$ cat src/rtl/escd_pkg.sv
// Shared types, constants and small tables for the epoch-to-calendar converter.
// Used by escd_ctrl, escd_dp and the top level epoch_seconds_to_calendar_date.
package escd_pkg;

	localparam int unsigned SecsPerDay = 86400;
	localparam int unsigned SecsPerHour = 3600;
	localparam int unsigned YearBias = 400;

	// Day split: 86400 = 2^7 * 675, and x / 675 = (x * 101806633) >> 36 for x below 2^26.
	localparam int unsigned DayOdd = 675;
	localparam int unsigned Recip675 = 101806633;

	// Reciprocals for division by small constants, with their shifts.
	localparam int unsigned Recip25 = 1311;   // x / 25 = (x * 1311) >> 15
	localparam int unsigned Recip225 = 4661;  // x / 225 = (x * 4661) >> 20
	localparam int unsigned Recip15 = 1093;   // x / 15 = (x * 1093) >> 14
	localparam int unsigned Recip7 = 9363;    // x / 7 = (x * 9363) >> 16

	localparam int unsigned CfgAddrW = 1;
	localparam int unsigned CfgDataW = 17;
	localparam logic [CfgAddrW-1:0] CFG_START_YEAR = 1'b0;
	localparam logic [CfgAddrW-1:0] CFG_ZONE_OFFSET = 1'b1;

	localparam int unsigned InDataW = 32;
	localparam int unsigned OutDataW = 48;

	typedef struct packed {
		logic load;
		logic div_mul;
		logic div_fix;
		logic walk_init;
		logic year_walk;
		logic month_walk;
		logic out_load;
	} escd_cmd_t;

	typedef struct packed {
		logic neg;
		logic year_fits;
		logic month_fits;
		logic out_free;
	} escd_sts_t;

	// Days in month by index 0..11, February taken as 28.
	function automatic logic [4:0] month_days(input logic [3:0] m);
		logic [4:0] d;
		case (m)
			4'd1: d = 5'd28;
			4'd3, 4'd5, 4'd8, 4'd10: d = 5'd30;
			default: d = 5'd31;
		endcase
		return d;
	endfunction

	// (3 * (mm + 1)) / 5 for the weekday sum, mm from 3 to 14.
	function automatic logic [3:0] month_term(input logic [4:0] mm);
		logic [3:0] t;
		case (mm)
			5'd3: t = 4'd2;
			5'd4, 5'd5: t = 4'd3;
			5'd6, 5'd7: t = 4'd4;
			5'd8: t = 4'd5;
			5'd9, 5'd10: t = 4'd6;
			5'd11, 5'd12: t = 4'd7;
			5'd13: t = 4'd8;
			5'd14: t = 4'd9;
			default: t = 4'd0;
		endcase
		return t;
	endfunction

endpackage

$ cat src/rtl/escd_ctrl.sv
// Sequencer of the epoch-to-calendar converter: divide, year walk, month walk, finish.
// Depends on escd_pkg for the command and status structs.
module escd_ctrl import escd_pkg::*; (
	input  logic      clk,
	input  logic      arst_n,
	input  logic      in_valid,
	output logic      in_ready,
	input  escd_sts_t sts,
	output escd_cmd_t cmd
);

	typedef enum logic [3:0] {
		ST_IDLE,
		ST_DIV_MUL,
		ST_DIV_FIX,
		ST_INIT,
		ST_YEAR,
		ST_MONTH,
		ST_FIN1,
		ST_FIN2,
		ST_FIN3,
		ST_FIN4
	} state_t;

	state_t state_q;

	assign in_ready = (state_q == ST_IDLE);

	always_comb begin
		cmd = '0;
		cmd.load = in_ready & in_valid;
		cmd.div_mul = (state_q == ST_DIV_MUL);
		cmd.div_fix = (state_q == ST_DIV_FIX);
		cmd.walk_init = (state_q == ST_INIT);
		cmd.year_walk = (state_q == ST_YEAR);
		cmd.month_walk = (state_q == ST_MONTH);
		cmd.out_load = (state_q == ST_FIN4) & sts.out_free;
	end

	always_ff @(posedge clk or negedge arst_n) begin
		if (!arst_n) begin
			state_q <= ST_IDLE;
		end else begin
			unique case (state_q)
				ST_IDLE: if (in_valid) state_q <= ST_DIV_MUL;
				ST_DIV_MUL: state_q <= ST_DIV_FIX;
				ST_DIV_FIX: begin
					// A negative local time is always the last day of the year before.
					state_q <= sts.neg ? ST_FIN1 : ST_INIT;
				end
				ST_INIT: state_q <= ST_YEAR;
				ST_YEAR: if (sts.year_fits) state_q <= ST_MONTH;
				ST_MONTH: if (sts.month_fits) state_q <= ST_FIN1;
				ST_FIN1: state_q <= ST_FIN2;
				ST_FIN2: state_q <= ST_FIN3;
				ST_FIN3: state_q <= ST_FIN4;
				ST_FIN4: if (sts.out_free) state_q <= ST_IDLE;
				default: state_q <= ST_IDLE;
			endcase
		end
	end

endmodule

$ cat src/rtl/escd_dp.sv
// Datapath of the epoch-to-calendar converter: day divider, year and month walk,
// time-of-day and weekday arithmetic, output register. Depends on escd_pkg.
module escd_dp import escd_pkg::*; (
	input  logic                 clk,
	input  logic                 arst_n,
	input  escd_cmd_t            cmd,
	output escd_sts_t            sts,
	input  logic [11:0]          start_year,
	input  logic signed [16:0]   zone_offset_seconds,
	input  logic [InDataW-1:0]   unix_seconds,
	output logic                 out_valid,
	input  logic                 out_ready,
	output logic [OutDataW-1:0]  out_data
);

	// Load: exact local time, 34 bits signed.
	logic [33:0] total;
	logic        neg;
	logic [16:0] neg_sod;

	assign total = {2'b00, unix_seconds} + {{17{zone_offset_seconds[16]}}, zone_offset_seconds};
	assign neg = total[33];
	assign neg_sod = total[16:0] + 17'(SecsPerDay);

	// Day split; after the fix step num_q is the day count, rem_q the second of day.
	// The low seven bits pass straight into the remainder, the rest is divided by 675.
	logic [32:0] num_q;
	logic [16:0] rem_q;
	logic [51:0] prod_q;
	logic        neg_q;
	logic [15:0] quot;
	logic [9:0]  rem_hi;

	assign quot = prod_q[51:36];
	assign rem_hi = 10'(num_q[32:7] - 26'(quot) * 26'(DayOdd));

	// Calendar walk state.
	logic [12:0] by_q;
	logic [15:0] days_q;
	logic [3:0]  m_q;
	logic [4:0]  m25_q;
	logic [22:0] sy_prod_q;
	logic [11:0] sy_mod25;
	logic        leap;
	logic [8:0]  ylen;
	logic [4:0]  mlen;

	assign sy_mod25 = start_year - 12'(sy_prod_q[22:15]) * 12'd25;
	assign leap = (by_q[1:0] == 2'd0) && ((m25_q != 5'd0) || (by_q[3:0] == 4'd0));
	assign ylen = leap ? 9'd366 : 9'd365;
	assign mlen = (m_q == 4'd1 && leap) ? 5'd29 : month_days(m_q);

	always_comb begin
		sts.neg = neg_q;
		sts.year_fits = (days_q < 16'(ylen));
		sts.month_fits = (m_q == 4'd11) || (days_q < 16'(mlen));
		sts.out_free = !out_valid || out_ready;
	end

	always_ff @(posedge clk) begin
		if (cmd.load) begin
			num_q <= neg ? {16'd0, neg_sod} : total[32:0];
			rem_q <= '0;
			neg_q <= neg;
			by_q <= {1'b0, start_year} + 13'(YearBias - 1);
			m_q <= 4'd11;
			days_q <= 16'd30;
			sy_prod_q <= 23'(start_year) * 23'(Recip25);
		end else if (cmd.div_mul) begin
			prod_q <= 52'(num_q[32:7]) * 52'(Recip675);
		end else if (cmd.div_fix) begin
			num_q <= {17'd0, quot};
			rem_q <= {rem_hi, num_q[6:0]};
		end else if (cmd.walk_init) begin
			by_q <= {1'b0, start_year} + 13'(YearBias);
			days_q <= num_q[15:0];
			m_q <= 4'd0;
			m25_q <= sy_mod25[4:0];
		end else if (cmd.year_walk) begin
			if (!sts.year_fits) begin
				days_q <= days_q - 16'(ylen);
				by_q <= by_q + 13'd1;
				m25_q <= (m25_q == 5'd24) ? 5'd0 : m25_q + 5'd1;
			end
		end else if (cmd.month_walk) begin
			if (!sts.month_fits) begin
				days_q <= days_q - 16'(mlen);
				m_q <= m_q + 4'd1;
			end
		end
	end

	// Finish pipeline; it runs freely, its sources hold still once the walk is over.
	logic        early;
	logic [12:0] wy;
	logic [4:0]  mm;

	assign early = (m_q < 4'd2);
	assign wy = early ? by_q - 13'd1 : by_q;
	assign mm = early ? 5'(m_q) + 5'd13 : 5'(m_q) + 5'd1;

	logic [12:0] wy_s1;
	logic [4:0]  mm_s1;
	logic [4:0]  day_s1;
	logic [21:0] p100_s1;
	logic [19:0] p400_s1;
	logic [25:0] phour_s1;

	always_ff @(posedge clk) begin
		wy_s1 <= wy;
		mm_s1 <= mm;
		day_s1 <= days_q[4:0] + 5'd1;
		p100_s1 <= 22'(wy[12:2]) * 22'(Recip25);
		p400_s1 <= 20'(wy[12:4]) * 20'(Recip25);
		phour_s1 <= 26'(rem_q[16:4]) * 26'(Recip225);
	end

	logic [4:0]  hour_s2;
	logic [11:0] sec_hr_s2;
	logic [13:0] wsum_s2;
	logic [16:0] hour_secs;

	assign hour_secs = 17'(phour_s1[24:20]) * 17'(SecsPerHour);

	always_ff @(posedge clk) begin
		hour_s2 <= phour_s1[24:20];
		sec_hr_s2 <= 12'(rem_q - hour_secs);
		wsum_s2 <= 14'(day_s1) + {8'd0, mm_s1, 1'b0} + 14'(month_term(mm_s1))
			+ 14'(wy_s1) + 14'(wy_s1[12:2]) - 14'(p100_s1[21:15]) + 14'(p400_s1[19:15]);
	end

	logic [4:0]  hour_s3;
	logic [11:0] sec_hr_s3;
	logic [13:0] wsum_s3;
	logic [20:0] pmin_s3;
	logic [27:0] pw_s3;

	always_ff @(posedge clk) begin
		hour_s3 <= hour_s2;
		sec_hr_s3 <= sec_hr_s2;
		wsum_s3 <= wsum_s2;
		pmin_s3 <= 21'(sec_hr_s2[11:2]) * 21'(Recip15);
		pw_s3 <= 28'(wsum_s2) * 28'(Recip7);
	end

	logic [5:0]  minute;
	logic [5:0]  second;
	logic [2:0]  weekday;
	logic [11:0] year;
	logic [3:0]  month;
	logic [4:0]  day;

	assign minute = pmin_s3[19:14];
	assign second = 6'(sec_hr_s3 - 12'(minute) * 12'd60);
	assign weekday = 3'(wsum_s3 - 14'(pw_s3[27:16]) * 14'd7);
	assign year = 12'(by_q - 13'(YearBias));
	assign month = m_q + 4'd1;
	assign day = days_q[4:0] + 5'd1;

	// Output register.
	logic                out_valid_q;
	logic [OutDataW-1:0] out_data_q;

	always_ff @(posedge clk or negedge arst_n) begin
		if (!arst_n) begin
			out_valid_q <= 1'b0;
		end else if (cmd.out_load) begin
			out_valid_q <= 1'b1;
		end else if (out_ready) begin
			out_valid_q <= 1'b0;
		end
	end

	always_ff @(posedge clk) begin
		if (cmd.out_load) begin
			out_data_q <= {7'd0, weekday, second, minute, hour_s3, day, month, year};
		end
	end

	assign out_valid = out_valid_q;
	assign out_data = out_data_q;

endmodule

$ cat src/rtl/epoch_seconds_to_calendar_date.sv
// Top level of the epoch-to-calendar converter: configuration registers and the
// controller and datapath instances. Depends on escd_pkg, escd_ctrl and escd_dp.
//
// channel   direction  signals                       contents
// s_axis    in         s_tvalid s_tready s_tdata     [31:0] unix_seconds
// m_axis    out        m_tvalid m_tready m_tdata     year, month, day, hour, minute,
//                                                    second, weekday (low bits first)
// config    in         cfg_we cfg_addr cfg_wdata     0 start_year, 1 zone_offset_seconds
//
// Between acceptance and a loaded result an item passes the day split, a walk over
// whole years (up to 136) and one over months (up to 11), and the finish states.
// A local time before day zero skips both walks.
// The year walk runs at one year per cycle; the day split is a reciprocal multiplication
// in a multiply step and a fix step. A new item is taken once the result is in the output
// register; a stalled output holds the finished item while the next one is converted.
// Reset sets start_year to 1970 and the zone offset to +28800 seconds.
module epoch_seconds_to_calendar_date import escd_pkg::*; (
	input  logic                clk,
	input  logic                arst_n,
	input  logic                s_tvalid,
	output logic                s_tready,
	input  logic [InDataW-1:0]  s_tdata,   // [31:0] unix_seconds
	output logic                m_tvalid,
	input  logic                m_tready,
	// [11:0] year, [15:12] month, [20:16] day, [25:21] hour, [31:26] minute,
	// [37:32] second, [40:38] weekday, [47:41] zero
	output logic [OutDataW-1:0] m_tdata,
	input  logic                cfg_we,
	input  logic [CfgAddrW-1:0] cfg_addr,
	input  logic [CfgDataW-1:0] cfg_wdata
);

	logic [11:0]        start_year_q;
	logic signed [16:0] zone_offset_q;

	always_ff @(posedge clk or negedge arst_n) begin
		if (!arst_n) begin
			start_year_q <= 12'd1970;
			zone_offset_q <= 17'sd28800;
		end else if (cfg_we) begin
			unique case (cfg_addr)
				CFG_START_YEAR: start_year_q <= cfg_wdata[11:0];
				CFG_ZONE_OFFSET: zone_offset_q <= signed'(cfg_wdata);
				default: ;
			endcase
		end
	end

	escd_cmd_t cmd;
	escd_sts_t sts;

	escd_ctrl u_ctrl (
		.clk      (clk),
		.arst_n   (arst_n),
		.in_valid (s_tvalid),
		.in_ready (s_tready),
		.sts      (sts),
		.cmd      (cmd)
	);

	escd_dp u_dp (
		.clk                 (clk),
		.arst_n              (arst_n),
		.cmd                 (cmd),
		.sts                 (sts),
		.start_year          (start_year_q),
		.zone_offset_seconds (zone_offset_q),
		.unix_seconds        (s_tdata),
		.out_valid           (m_tvalid),
		.out_ready           (m_tready),
		.out_data            (m_tdata)
	);

endmodule
$ cat config.mk
export PLATFORM = sky130hd
export DESIGN_NAME = epoch_seconds_to_calendar_date
export DESIGN_NICKNAME = d
export VERILOG_FILES = /design/src/rtl/escd_pkg.sv /design/src/rtl/escd_ctrl.sv /design/src/rtl/escd_dp.sv /design/src/rtl/epoch_seconds_to_calendar_date.sv
export SDC_FILE = /design/constraint.sdc
export NUM_CORES = 2
export LEC_CHECK = 0
export ABC_AREA = 1
export BUFFER_PORTS_ARGS = -buffer_cell sky130_fd_sc_hd__buf_2
export CORE_ASPECT_RATIO = 0.75
export CORE_MARGIN = 5
export CORE_UTILIZATION = 65
export CTS_CLUSTER_SIZE = 40
export DETAILED_ROUTE_END_ITERATION = 8
export PLACE_DENSITY = 0.93
export SLEW_MARGIN = 0
export SYNTH_ARGS = -nofsm -noshare
export SYNTH_HDL_FRONTEND = slang
export SYNTH_SLANG_ARGS = --single-unit
$ cat constraint.sdc
create_clock -name clk -period 13.25 [get_ports clk]
set_input_delay 0.6625 -clock clk [delete_from_list [all_inputs] [get_ports clk]]
set_output_delay 0.6625 -clock clk [all_outputs]
set_load 0.02 [all_outputs]
# Word-level counts from Yosys, hierarchy flattened
# Memories as Yosys holds them, arrays and structs flattened. A register that Yosys moved wholly into a read port is not among the register bits.
# Cells that the tools add are included.
# W data, S select, Z words.
[totals]
wordCells = 167
inputBits = 55
romBits = 64
out_inout_bits = 50
n_memories = 1
regBits = 422
[op_classes]
eq_ne = 28
n_lt_le_gt_ge = 3
bitwise_logic = 6
n_reduce_logical = 27
multipliers = 12
addsub = 25
mux = 37
[mem_list]
columns = ["name", "depth", "word_bits", "rd", "rd_clocked_by_memory_dff", "wr", "line_no", "source"]
rows = [
  ["(no name shown)", 16, 4, 1, 1, 0, "escd_pkg.sv:58", "case (mm)"],
]
[op_table]
columns = ["operator", "n"]
rows = [
  ["$mux W33", 4],
  ["$mux W13", 7],
  ["$mux W16", 5],
  ["$mul A26 B27 Y52 const B", 1],
  ["$pmux W4 S10", 1],
  ["$mux W4", 9],
  ["$add A33 B17 Y34", 1],
  ["$mul A14 B14 Y28 const B", 1],
  ["$add A12 B9 Y13 const B", 2],
  ["$mul A13 B13 Y25 const B", 1],
  ["$mux W5", 5],
  ["$mul A12 B11 Y23 const B", 1],
  ["$mul A11 B11 Y22 const B", 1],
  ["$eq A4 B3 Y1 const B", 5],
  ["$eq A4 B4 Y1 const B", 5],
  ["$mul A10 B11 Y20 const B", 1],
  ["$mul A9 B11 Y20 const B", 1],
  ["$add A17 B17 Y17 const B", 1],
  ["$lt A16 B5 Y1", 1],
  ["$lt A16 B9 Y1", 1],
  ["$mul A16 B10 Y10 const B", 1],
  ["$sub A16 B5 Y16", 1],
  ["$sub A16 B9 Y16", 1],
  ["$reduce_and A5 Y1", 3],
  ["other kinds (46)", 78],
]

# Depth between registers and ports, before layout
[logic_depth]
depth_word = 11
ltp_mapped = 29
depth_no_buf = 29

# Cells and area by module
# A second synthesis with hierarchy kept.
[unflattened]
cells_unflattened = 4398
area_unflattened_um2 = 38813.5
[by_module_without_submodules]
columns = ["mod", "seq_area_each_um2", "cells_per_inst", "n_inst", "area_per_inst_um2"]
rows = [
  ["escd_dp", 6150.9, 4223, 1, 37330.8],
  ["epoch_seconds_to_calendar_date", 739.5, 127, 1, 1176.1],
  ["escd_ctrl", 100.1, 48, 1, 306.5],
]

# Worst setup path after synthesis
# No wires, ideal clock.
[synth_timing]
path_kind = "reg2reg"
start = "register u_dp.by_q[4]"
end = "register u_dp.p100_s1[21]"
required_time_ns = 13.127
setup_ns = 0.123
stages_incl_launch_ff = 28
synth_period_minus_slack_ns = 5.790
t_arrival_ns = 5.666
setup_slack_ns = 7.460
path_buffers = 0
path_cell_list = "edfxtp_1 -> inv_1 -> ha_1 -> nand3_1 -> nor2_1 -> inv_1 -> nor3_1 -> nand2_1 -> xor2_1 -> inv_1 -> fa_1 -> ha_1 -> inv_1 -> fa_1 -> inv_1 -> fa_1 -> inv_1 -> fa_1 -> inv_1 -> ha_1 -> nand2_1 -> nor2_1 -> inv_1 -> nor4_1 -> o21ai_0 -> nand3_1 -> a21oi_1 -> xor2_1"
[synth_between]
elab_chain_len = 3
[synth_rtl]
columns = ["element", "line_no", "source"]
rows = [
  ["from (decl)", "escd_dp.sv:38", "logic [12:0] by_q;"],
  ["from (signal assigned)", "escd_dp.sv:65", "by_q <= {1'b0, start_year} + 13'(YearBias - 1);"],
  ["from (signal assigned)", "escd_dp.sv:75", "by_q <= {1'b0, start_year} + 13'(YearBias);"],
  ["from (signal assigned)", "escd_dp.sv:82", "by_q <= by_q + 13'd1;"],
  ["$sub A13 B1 Y13", "escd_dp.sv:99", "assign wy = early ? by_q - 13'd1 : by_q;"],
  ["$mux W13", "escd_dp.sv:99", ""],
  ["named net u_dp.wy[10]", "escd_dp.sv:95", "logic [12:0] wy;"],
  ["$mul A11 B11 Y22", "escd_dp.sv:113", "p100_s1 <= 22'(wy[12:2]) * 22'(Recip25);"],
  ["to (signal assigned)", "escd_dp.sv:113", ""],
  ["to (decl)", "escd_dp.sv:105", "logic [21:0] p100_s1;"],
]
# The timed path passes the listed nets, and every way through them passes these cells.
# A chain may end at the register's enable or synchronous reset.

# Final worst setup path
# Ends and elaborated chain as after synthesis.

==> impl_metrics.env <==
export IMPL_finalSetupViolations=0
export IMPL_drt_iter0_drc=2668
export IMPL_synthFlopType="dfxtp_1"
export IMPL_synth_edf_count=114
export IMPL_finalWirelength_um=98600
export IMPL_dpl_hpwl_um=80900
export IMPL_grt_pass1_vias=32106
export IMPL_insertion_delay_ps=600
export IMPL_grt_pass1_wl_um=161000
export IMPL_fill_cells=4131
export IMPL_routabilityCongestion=1.00
export IMPL_cp_required_ps=13710
export IMPL_vias=30871
export IMPL_ys_seq_elements=283
export IMPL_crit_path_max_fanout=8
export IMPL_via_per_inst=5.76
export IMPL_tns_ps=0
export IMPL_cts_inserted_buffers=31
export IMPL_placed_cell_area_sq_um=40200
export IMPL_core_sq_um=59100
export IMPL_place_port_buffers=97
export IMPL_ctsRootBufferMaster="clkbuf_16"
export IMPL_arrival_ps=7190
export IMPL_overflow=0
export IMPL_dr_pass1_iters=6
export IMPL_end_kind="register"
export IMPL_num_rows=77
export IMPL_synthesis_area_sq_um=38800
export IMPL_final_area_sq_um=41300
export IMPL_yosys_warnings=0
export IMPL_path_class="reg2reg"
export IMPL_rsz0062_at_grt="no"
export IMPL_antenna_found_initial=3
export IMPL_hold_viol_final=0
export IMPL_yosysSeqAreaShare=0.180
export IMPL_slew_viol_final=0
export IMPL_fin_crit_ps=6730
export IMPL_slew_headroom=0.218
export IMPL_dp_cells=5303
export IMPL_hp_class="in2async"
export IMPL_grt_start_max_net_pins=65
export IMPL_cts_max_path_buffers=3
export IMPL_layout_worst_path_cycle_share=0.508
export IMPL_tightest_slew_ps=1170
export IMPL_fp_dieH_um=222
export IMPL_status="finished, final reports clean"
export IMPL_start_util=0.657
export IMPL_instances_no_fill=5360
export IMPL_fin_nets=5823
export IMPL_start_kind="register"
export IMPL_max_cap_viol_count=0
export IMPL_cts_tree="yes"
export IMPL_ios=105
export IMPL_ctsResizeCount=0
export IMPL_clk_pin_slew_worst_paths_ps=60
export IMPL_h_tree_depth=1
export IMPL_ant_nets=0
export IMPL_avgSynthCellArea_sq_um=8.74
export IMPL_dieArea_sq_um=64700
export IMPL_diodes=0
export IMPL_utilization=0.699
export IMPL_avgRoutedWirePerCell_um=18.4
export IMPL_cts_sinks=283
export IMPL_remaining_drc_errors=0
export IMPL_cts_hold_buf=0
export IMPL_post_cts_buffers=0
export IMPL_syn_inst=4439
export IMPL_fin_skew_ps=32.0
export IMPL_die_w_um=292
export IMPL_syn2layout_area_growth_pct=6.47
export IMPL_async_flop_share=0.120
export IMPL_track_usage=0.303
export IMPL_fmax_mhz=149
export IMPL_yosysUniqueCellTypes=58
export IMPL_post_route_cells_drive_above_1_share=0.0484
-- layer usage --
layer / global-route usage / wire length, um
met3: 0.0632 / 10200
met4: 0.101 / 3730
met1: 0.415 / 40600
met2: 0.486 / 44100
met5: 0 / 13
-- kinds of logic (layout without fill, tap and decap cells) --
family          count (synthesis)  in the layout  share of synthesized area
compound gates                580            580                     0.0838
xor+xnor                      171            171                     0.0386
fa+ha+maj                    1222           1222                      0.472
buf+inv                      1101           1226                      0.108
flops                         283            283                      0.180
mux                             4              4                    0.00116
other cells                     1              7                  0.0000967
simple gates                 1077           1077                      0.116
-- cells in the mapped netlist (5+ instances only) --
master | instances | area (sq um)
o2111ai_1 | 7 | 61.3
clkbuf_1 | 22 | 82.6
xor2_1 | 118 | 1030
a21oi_2 | 5 | 43.8
or2_2 | 12 | 75.1
nor2_1 | 247 | 927
inv_1 | 1055 | 3960
dfxtp_1 | 135 | 2700
fa_1 | 402 | 8050
dfstp_2 | 11 | 289
ha_1 | 820 | 10300
o21ai_1 | 5 | 25.0
a31oi_1 | 16 | 100
nor3_1 | 28 | 140
o21a_1 | 7 | 52.6
a21o_1 | 23 | 173
nand4_1 | 30 | 188
a221oi_1 | 5 | 43.8
nor4_1 | 12 | 75.1
nand3_1 | 134 | 671
a211oi_1 | 10 | 75.1
nand2_1 | 581 | 2180
buf_4 | 8 | 60.1
nand2_2 | 6 | 37.5
o21bai_1 | 14 | 105
a21boi_0 | 7 | 52.6
xnor2_1 | 53 | 464
dfrtp_1 | 23 | 576
edfxtp_1 | 114 | 3420
and2_1 | 7 | 43.8
o31ai_1 | 9 | 67.6
o22ai_1 | 10 | 62.6
buf_2 | 8 | 40.0
o21ai_0 | 198 | 991
a21oi_1 | 239 | 1200
o211ai_1 | 13 | 97.6
-- critical path, cell delays in order, from the launching register on --
cell and delay, ps:
edfxtp_1 470, inv_1 240, ha_1 260, nand3_1 120
nor2_1 120, inv_1 90, nor3_1 230, nand2_1 110
xor2_1 540, inv_1 420, fa_1 500, ha_1 280
inv_1 50, fa_1 480, inv_1 60, fa_1 520
inv_1 50, fa_1 520, inv_1 40, ha_1 320
nand2_1 90, nor2_1 130, inv_1 80, nor4_1 270
o21ai_0 170, nand3_1 160, a21oi_1 100, xor2_1 160
-- registers in the layout, summed over array words and instances (netlist names), 6 cells and up, named ones only --
name,cells
u_dp.num_q,33
u_dp.p100_s1,7
u_dp.sec_hr_s2,12
u_dp.days_q,16
zone_offset_q,17
u_dp.wy_s1,13
start_year_q,12
u_dp.wsum_s2,14
u_dp.rem_q,17
u_dp.by_q,13
u_dp.pmin_s3,6
u_dp.prod_q,16
u_dp.out_data,41
u_dp.sec_hr_s3,6
-- placed cells by master, fill, tap and decap left out, drive strengths merged, types with 12 or more instances in the layout --
cell,instances
inv,1064
ha,820
nand2,589
fa,402
nor2,253
a21oi,244
o21ai,204
nand3,136
dfxtp,135
xor2,118
edfxtp,114
buf,109
xnor2,53
clkbuf,40
nand4,30
nor3,30
a21o,23
dfrtp,23
a31oi,16
o21bai,14
o211ai,13
or2,13
nor4,12
-- area by class of cell --
cell class	instances	area (sq um)	share of cell area
Clock buffer	40	893	0.0216
Clock inverter	17	228	0.00551
Inverter	1060	3980	0.0964
Multi-Input combinational cell	3061	27700	0.669
Sequential cell	283	6990	0.169
Tap cell	790	988	0.0239
Timing Repair Buffer	109	576	0.0139
-- metrics by stage --
stage	hold slack (ps)	worst slack (ps)
2_1_floorplan	310	7460
3_3_place_gp	312	7020
3_5_place_dp	316	6650
4_1_cts	141	6600
5_1_grt	191	6050
6_report	141	6520
-- path summary, 6_finish.rpt --
kind / startpoint / slack (ps) / cells after the start / end
setup / recovery: u_dp.by_q[4] / 6520 / 27 / u_dp.p100_s1[21]
hold / removal: arst_n / 140 / 1 / zone_offset_q[16]
setup reg to reg: u_dp.by_q[4] / 6520 / 27 / u_dp.p100_s1[21]
hold reg to reg: u_dp.hour_s2[4] / 330 / 0 / u_dp.hour_s3[4]
max in group asynchronous: arst_n / 12620 / 1 / u_ctrl.state_q[1]
min in group clk: cfg_wdata[15] / 300 / 2 / zone_offset_q[15]
Power is left out: the tool's default activity adds up to more than one toggle a clock period on the data nets, which glitch-free logic cannot reach.
